### src/design/pgci_pkg.sv
// Shared types, widths and helpers for the position to grid cell index pipeline.
package pgci_pkg;

	localparam int POS_W              = 32;
	localparam int POS_FRAC_BITS      = 16;
	localparam int INV_W              = 32;
	localparam int INV_FRAC_BITS      = 16;
	localparam int SIZE_W             = 11;
	localparam int CELL_W             = 10;
	localparam int INDEX_W            = 30;
	localparam int MAX_CELLS_PER_AXIS = 1024;
	localparam int CFG_ADDR_W         = 3;

	// Difference, product and floor widths of the per-axis datapath, and the index row width.
	localparam int DIFF_W     = POS_W + 1;
	localparam int PROD_W     = 2 * DIFF_W;
	localparam int PROD_SHIFT = POS_FRAC_BITS + INV_FRAC_BITS;
	localparam int FLOOR_W    = PROD_W - PROD_SHIFT;
	localparam int ROW_W      = CELL_W + SIZE_W;

	typedef enum logic [CFG_ADDR_W-1:0] {
		REG_CORNER_X      = 3'd0,
		REG_CORNER_Y      = 3'd1,
		REG_CORNER_Z      = 3'd2,
		REG_INV_CELL_SIZE = 3'd3,
		REG_GRID_SIZE_X   = 3'd4,
		REG_GRID_SIZE_Y   = 3'd5,
		REG_GRID_SIZE_Z   = 3'd6
	} cfg_reg_t;

	// Load enables of the five pipeline stages.
	typedef struct packed {
		logic s1;
		logic s2;
		logic s3;
		logic s4;
		logic s5;
	} stage_en_t;

	// A size of zero counts as one cell, larger sizes saturate at the axis limit.
	function automatic logic [SIZE_W-1:0] eff_size(input logic [SIZE_W-1:0] s);
		logic [SIZE_W-1:0] r;
		if (s == '0) begin
			r = SIZE_W'(1);
		end else if (s > SIZE_W'(MAX_CELLS_PER_AXIS)) begin
			r = SIZE_W'(MAX_CELLS_PER_AXIS);
		end else begin
			r = s;
		end
		return r;
	endfunction

endpackage

### src/design/pgci_index.sv
// Row-major linear index over two multiply stages; cells and flags ride along.
module pgci_index (
	input  logic                                clk,
	input  pgci_pkg::stage_en_t                 en,
	input  logic [pgci_pkg::CELL_W-1:0]         cell_x_s3,
	input  logic [pgci_pkg::CELL_W-1:0]         cell_y_s3,
	input  logic [pgci_pkg::CELL_W-1:0]         cell_z_s3,
	input  logic [2:0]                          flags_s3,
	input  logic [pgci_pkg::SIZE_W-1:0]         size_y,
	input  logic [pgci_pkg::SIZE_W-1:0]         size_z,
	output logic [pgci_pkg::CELL_W-1:0]         cell_x_s5,
	output logic [pgci_pkg::CELL_W-1:0]         cell_y_s5,
	output logic [pgci_pkg::CELL_W-1:0]         cell_z_s5,
	output logic [pgci_pkg::INDEX_W-1:0]        index_s5,
	output logic [2:0]                          flags_s5
);

	localparam int IDX_PROD_W = pgci_pkg::ROW_W + pgci_pkg::SIZE_W;

	logic [pgci_pkg::ROW_W-1:0]  row_s4;
	logic [pgci_pkg::CELL_W-1:0] cell_x_s4;
	logic [pgci_pkg::CELL_W-1:0] cell_y_s4;
	logic [pgci_pkg::CELL_W-1:0] cell_z_s4;
	logic [2:0]                  flags_s4;
	logic [IDX_PROD_W-1:0]       index_full;

	always_ff @(posedge clk) begin
		if (en.s4) begin
			row_s4    <= pgci_pkg::ROW_W'(cell_x_s3) * pgci_pkg::ROW_W'(size_y)
				+ pgci_pkg::ROW_W'(cell_y_s3);
			cell_x_s4 <= cell_x_s3;
			cell_y_s4 <= cell_y_s3;
			cell_z_s4 <= cell_z_s3;
			flags_s4  <= flags_s3;
		end
	end

	assign index_full = IDX_PROD_W'(row_s4) * IDX_PROD_W'(size_z) + IDX_PROD_W'(cell_z_s4);

	always_ff @(posedge clk) begin
		if (en.s5) begin
			index_s5  <= index_full[pgci_pkg::INDEX_W-1:0];
			cell_x_s5 <= cell_x_s4;
			cell_y_s5 <= cell_y_s4;
			cell_z_s5 <= cell_z_s4;
			flags_s5  <= flags_s4;
		end
	end

endmodule

### config.mk
export PLATFORM = sky130hd
export DESIGN_NAME = pgci_index
export DESIGN_NICKNAME = d
export VERILOG_FILES = /design/src/design/pgci_pkg.sv /design/src/design/pgci_index.sv
export SDC_FILE = /design/constraint.sdc
export NUM_CORES = 1
export LEC_CHECK = 0
export ABC_AREA = 1
export BUFFER_PORTS_ARGS = -buffer_cell sky130_fd_sc_hd__buf_4
export CAP_MARGIN = 25
export CORE_AREA = 2 2 164 182
export CTS_BUF_LIST = sky130_fd_sc_hd__clkbuf_8 sky130_fd_sc_hd__clkbuf_16
export CTS_CLUSTER_DIAMETER = 150
export DETAILED_ROUTE_END_ITERATION = 8
export DIE_AREA = 0 0 166 184
export HOLD_SLACK_MARGIN = 0.03
export PLACE_DENSITY_LB_ADDON = 0.15
export REMOVE_ABC_BUFFERS = 1
export SKIP_CTS_REPAIR_TIMING = 1
export SYNTH_ARGS = -nofsm -noshare
export SYNTH_HDL_FRONTEND = slang
export SYNTH_SLANG_ARGS = --single-unit
### constraint.sdc
create_clock -name clk -period 5.8 [get_ports clk]
set_input_delay 0.58 -clock clk [delete_from_list [all_inputs] [get_ports clk]]
set_output_delay 0.58 -clock clk [all_outputs]
set_load 0.03 [all_outputs]
# Word-level counts from Yosys, hierarchy flattened
# Index checks and enable logic that the tools add are counted.
# totals
ff_bits,117
latch_bits,0
ramBits,0
mem_bits_ro,0
in_bits,61
out_inout_bits,63
wordCells,14
n_memories,0
# classes
addsub,2
n_mul,2
div,0
magnitude_cmp,0
eq_ne,0
shift,0
n_mux,0
n_bitwise,0
n_reduce_logical,0
# op_table
operator,n
30-bit by 10-bit adder with 30-bit output,1
21-bit by 11-bit multiplier with 30-bit output,1
21-bit by 10-bit adder with 21-bit output,1
10-bit by 11-bit multiplier with 21-bit output,1

# Logic depth before layout (Yosys ltp)
# logic_depth
depth_word,2
depth_mapped,23
ltp_nobuf,22

# Worst setup path after synthesis
# No wires, ideal clock.
# synth_timing
kind,input to register
from,input size_z[2] in the netlist's numbering
to,register index_s5[29] in the netlist's numbering (data pin)
setup_time_ns,0.252
t_arrival_ns,4.658
t_required_ns,5.548
slack_ns,0.890
path_stages,20
n_path_buf,1
cell_sequence,clkbuf_1 nand2_1 fa_1 inv_1 fa_1 inv_1 fa_1 inv_1 fa_1 inv_1 fa_1 inv_1 ha_1 nand2_1 nor2_2 and2_4 and2_4 nand2_2 nand3_1 nand2_1
# synth_via
elab_chain_cells,2
# synth_lines
element,line,source
start: declaration,pgci_index.sv:10,"input logic [pgci_pkg::SIZE_W-1:0] size_z,"
21-bit by 11-bit multiplier with 30-bit output,pgci_index.sv:38,assign index_full = IDX_PROD_W'(row_s4) * IDX_PROD_W'(size_z) + IDX_PROD_W'(cell_z_s4);
30-bit by 10-bit adder with 30-bit output,pgci_index.sv:38,
net index_full[29],pgci_index.sv:25,logic [IDX_PROD_W-1:0] index_full;
end signal: assignment,pgci_index.sv:42,index_s5 <= index_full[pgci_pkg::INDEX_W-1:0];
end: declaration,pgci_index.sv:14,"output logic [pgci_pkg::INDEX_W-1:0] index_s5,"
# The timed path passes the listed nets, and every way through them passes these cells.
# A chain may end at the register's enable or synchronous reset.

# Worst setup path after layout
# layout_timing
from,register row_s4[19] in the netlist's numbering
to,register index_s5[29] in the netlist's numbering (data pin)
# layout_via
elab_chain_cells,2
# layout_lines
element,line,source
start: declaration,pgci_index.sv:20,logic [pgci_pkg::ROW_W-1:0] row_s4;
start signal: assignment,pgci_index.sv:29,row_s4 <= pgci_pkg::ROW_W'(cell_x_s3) * pgci_pkg::ROW_W'(size_y)
21-bit by 11-bit multiplier with 30-bit output,pgci_index.sv:38,
30-bit by 10-bit adder with 30-bit output,pgci_index.sv:38,
net index_full[29],pgci_index.sv:25,
# The timed path passes the listed nets, and every way through them passes these cells.

==> results_dict.tcl <==
set metrics [dict create \
    outcome "completed" \
    clk_pin_slew_worst_paths_ps 70 \
    finalWirelength_mm 35.9 \
    slowest_stage "edfxtp_1" \
    required_ps 5990 \
    ys_types 30 \
    worst_slew_pin_slew_ps 833 \
    syn_inst 1974 \
    setup_viol_count_final 0 \
    synth-compound-area-share_pct 1.68 \
    viasPerCell 5.04 \
    holdWs_ps 321 \
    nFillCells 2480 \
    crit_start "row_s4[19]" \
    n_antenna_cell 0 \
    yosysWarnings 0 \
    drive_above_1_share_pct 9.69 \
    dieArea_um2 30500 \
    fin_setup_tns_ps 0 \
    routedWlPerCell_um 14.8 \
    timing.rr.end "index_s5[29]" \
    yosysTopAreaCellShare_pct 31.7 \
    cts_buffers 17 \
    critical_path_class "flip-flop to flip-flop" \
    synth.avg_cell_area_um2 8.28 \
    drc_errors 0 \
    die_x_um 166 \
    final_antenna_net_count 0 \
    track_usage_pct 25.4 \
    seq_area_um2 3510 \
    core_area_um2 28500 \
    io_buffers 120 \
    drt-pass1-iter-count 5 \
    hold_path.class "input port to flip-flop" \
    worstPathCellList "nand2_1 > fa_1 > inv_1 > fa_1 > inv_1 > fa_1 > inv_1 > fa_1 > inv_1 > fa_1 > inv_1 > ha_1 > nand2_1 > nor2_2 > and2_4 > and2_4 > nand2_2 > nand3_1 > nand2_1" \
    synth_xor_area_share_pct 1.39 \
    grt-ovfl-total 0 \
    worstPathArrival_ps 5260 \
    critical_path.endpoint_type "flip-flop" \
    grt_pass1_wl_mm 62.0 \
    finalCritPeriodShare_pct 87.5 \
    grt_pass1_vias 13400 \
    yosysSeqAreaShare_pct 21.5 \
    synth_top_flop_cell "edfxtp_1" \
    multi_input_area_um2 10300 \
    antenna_found_initial 0 \
    netlist_top_cells_area "fa_1, edfxtp_1, inv_1, nand2_1, ha_1" \
    endpoint "index_s5[29]" \
    ys_seq_elements 117 \
    synth-edff-count 117 \
    max_slew_margin_pct 44.5 \
    reg2reg_slack_ps 730 \
    vias 12200 \
    clock_tree.htree_level_count 4 \
    drv_cap 0 \
    synthSimpleGateAreaFrac_pct 18.1 \
    fin_util_pct 63.3 \
    area_delta_synth_final_pct 10.5 \
    fin_crit_ps 5070 \
    synth_top_family_by_area "adder cells" \
    fmax_mhz 197 \
    clkLatencyLatePin_ps 440 \
    post_synth_instance_area_um2 16400 \
    initial_core_util_pct 57.3 \
    cts_root_buffer "clkbuf_16" \
    synthArstFlopShare_pct 0 \
    clk_path_buf_depth 2 \
    routabilityCongestion 0.889 \
    cts_sinks 117 \
    die_y_um 184 \
    ios 124 \
    yosysTopAreaCell "fa_1" \
    critPathLaunchType "flip-flop" \
    max_stage_delay_ps 680 \
    grt_max_degree 64 \
    drtIter0Drc 720 \
    worstPathMaxFanout 12 \
    hold_viol 0 \
    hpwl_mm 29.3 \
    synthMuxAreaShare_pct 0 \
    cts_tree "built" \
    layout.nets 2502 \
    synth_fa_ha_area_share_pct 41.8 \
    slew_viol_final 0 \
    r2r-start "row_s4[19]" \
    finClkSkew_ps 11.4 \
    rr_worst_depth 19 \
    row_count 65 \
    rsz0062_at_grt "false" \
]
-- cell usage in the layout, fill, tap and decap left out, drive strengths merged --
| cell type | n |
|---|---|
| edfxtp | 117 |
| fa | 259 |
| nand3b | 3 |
| a21oi | 33 |
| nor3 | 4 |
| nand4 | 16 |
| nand2 | 582 |
| inv | 619 |
| o21ai | 12 |
| ha | 132 |
| nand3 | 48 |
| and2 | 5 |
| nor2 | 55 |
| o211ai | 1 |
| clkinvlp | 3 |
| xnor2 | 8 |
| xor2 | 18 |
| nor4 | 1 |
| bufinv | 2 |
| o21bai | 4 |
| clkbuf | 17 |
| or2 | 2 |
| buf | 121 |
| clkinv | 1 |
-- critical path: cells and delay by family, from the launching register on --
kind	cells	cell delay [ps]
simple gates	8	950
flops	1	680
buf+inv	5	260
fa+ha+maj	6	2930
-- per-layer routing --
layer | vias up | global-route usage, % | wire (um)
met2 | 342 | 48.7 | 19200
met4 | 0 | 8.59 | 904
met5 | - | 0 | 0
li1 | 5826 | - | -
met1 | 6001 | 28.8 | 14000
met3 | 79 | 3.77 | 1850
-- worst min-delay path by stage --
stage            startpoint  cells past startpoint  slack, ps      endpoint
2_1_floorplan  cell_x_s4[0]                      0        400  cell_x_s5[0]
3_3_place_gp    flags_s4[1]                      0        400   flags_s5[1]
3_5_place_dp   cell_x_s4[5]                      0        400  cell_x_s5[5]
4_1_cts        cell_z_s3[1]                      1        300  cell_z_s4[1]
5_1_grt         flags_s3[0]                      1        310   flags_s4[0]
6_report       cell_z_s3[8]                      1        320  cell_z_s4[8]
-- cells in the mapped netlist, drive strengths merged, types with 2 or more instances --
cell / count
a21oi: 33
and2: 5
buf: 2
clkbuf: 62
edfxtp: 117
fa: 259
ha: 132
inv: 610
nand2: 582
nand3: 48
nand3b: 3
nand4: 16
nor2: 55
nor3: 4
o21ai: 12
o21bai: 4
or2: 2
xnor2: 8
xor2: 18
-- per-stage QoR --
step	setup WS [ps]	instances	cell area, um^2
floorplan	1200	1910	16100
global placement	607	2399	17500
detailed placement	522	2399	17500
CTS	749	2431	18100
global route	432	2431	18100
finish	726	2431	18100
-- registers in the layout, summed over array words and instances (netlist names) --
signal,cells
row_s4,21
cell_x_s5,10
cell_z_s4,10
flags_s4,3
index_s5,30
cell_z_s5,10
flags_s5,3
cell_x_s4,10
cell_y_s4,10
cell_y_s5,10
-- cell type report --
| type | count | area share (%) |
|---|---|---|
| Multi-Input combinational cell | 1183 | 57.0 |
| Sequential cell | 117 | 19.4 |
| Inverter | 610 | 12.7 |
| Timing Repair Buffer | 121 | 5.03 |
| Tap cell | 368 | 2.55 |
| Clock buffer | 17 | 2.35 |
| Clock inverter | 15 | 0.942 |
-- cell families after synthesis --
kind of cell | count (synthesis)
simple gates | 716
buf+inv | 674
fa+ha+maj | 391
flops | 117
compound gates | 50
xor+xnor | 26
Power is not shown: default switching activity piles up to over one toggle a cycle in this logic, so the estimate is an artifact.
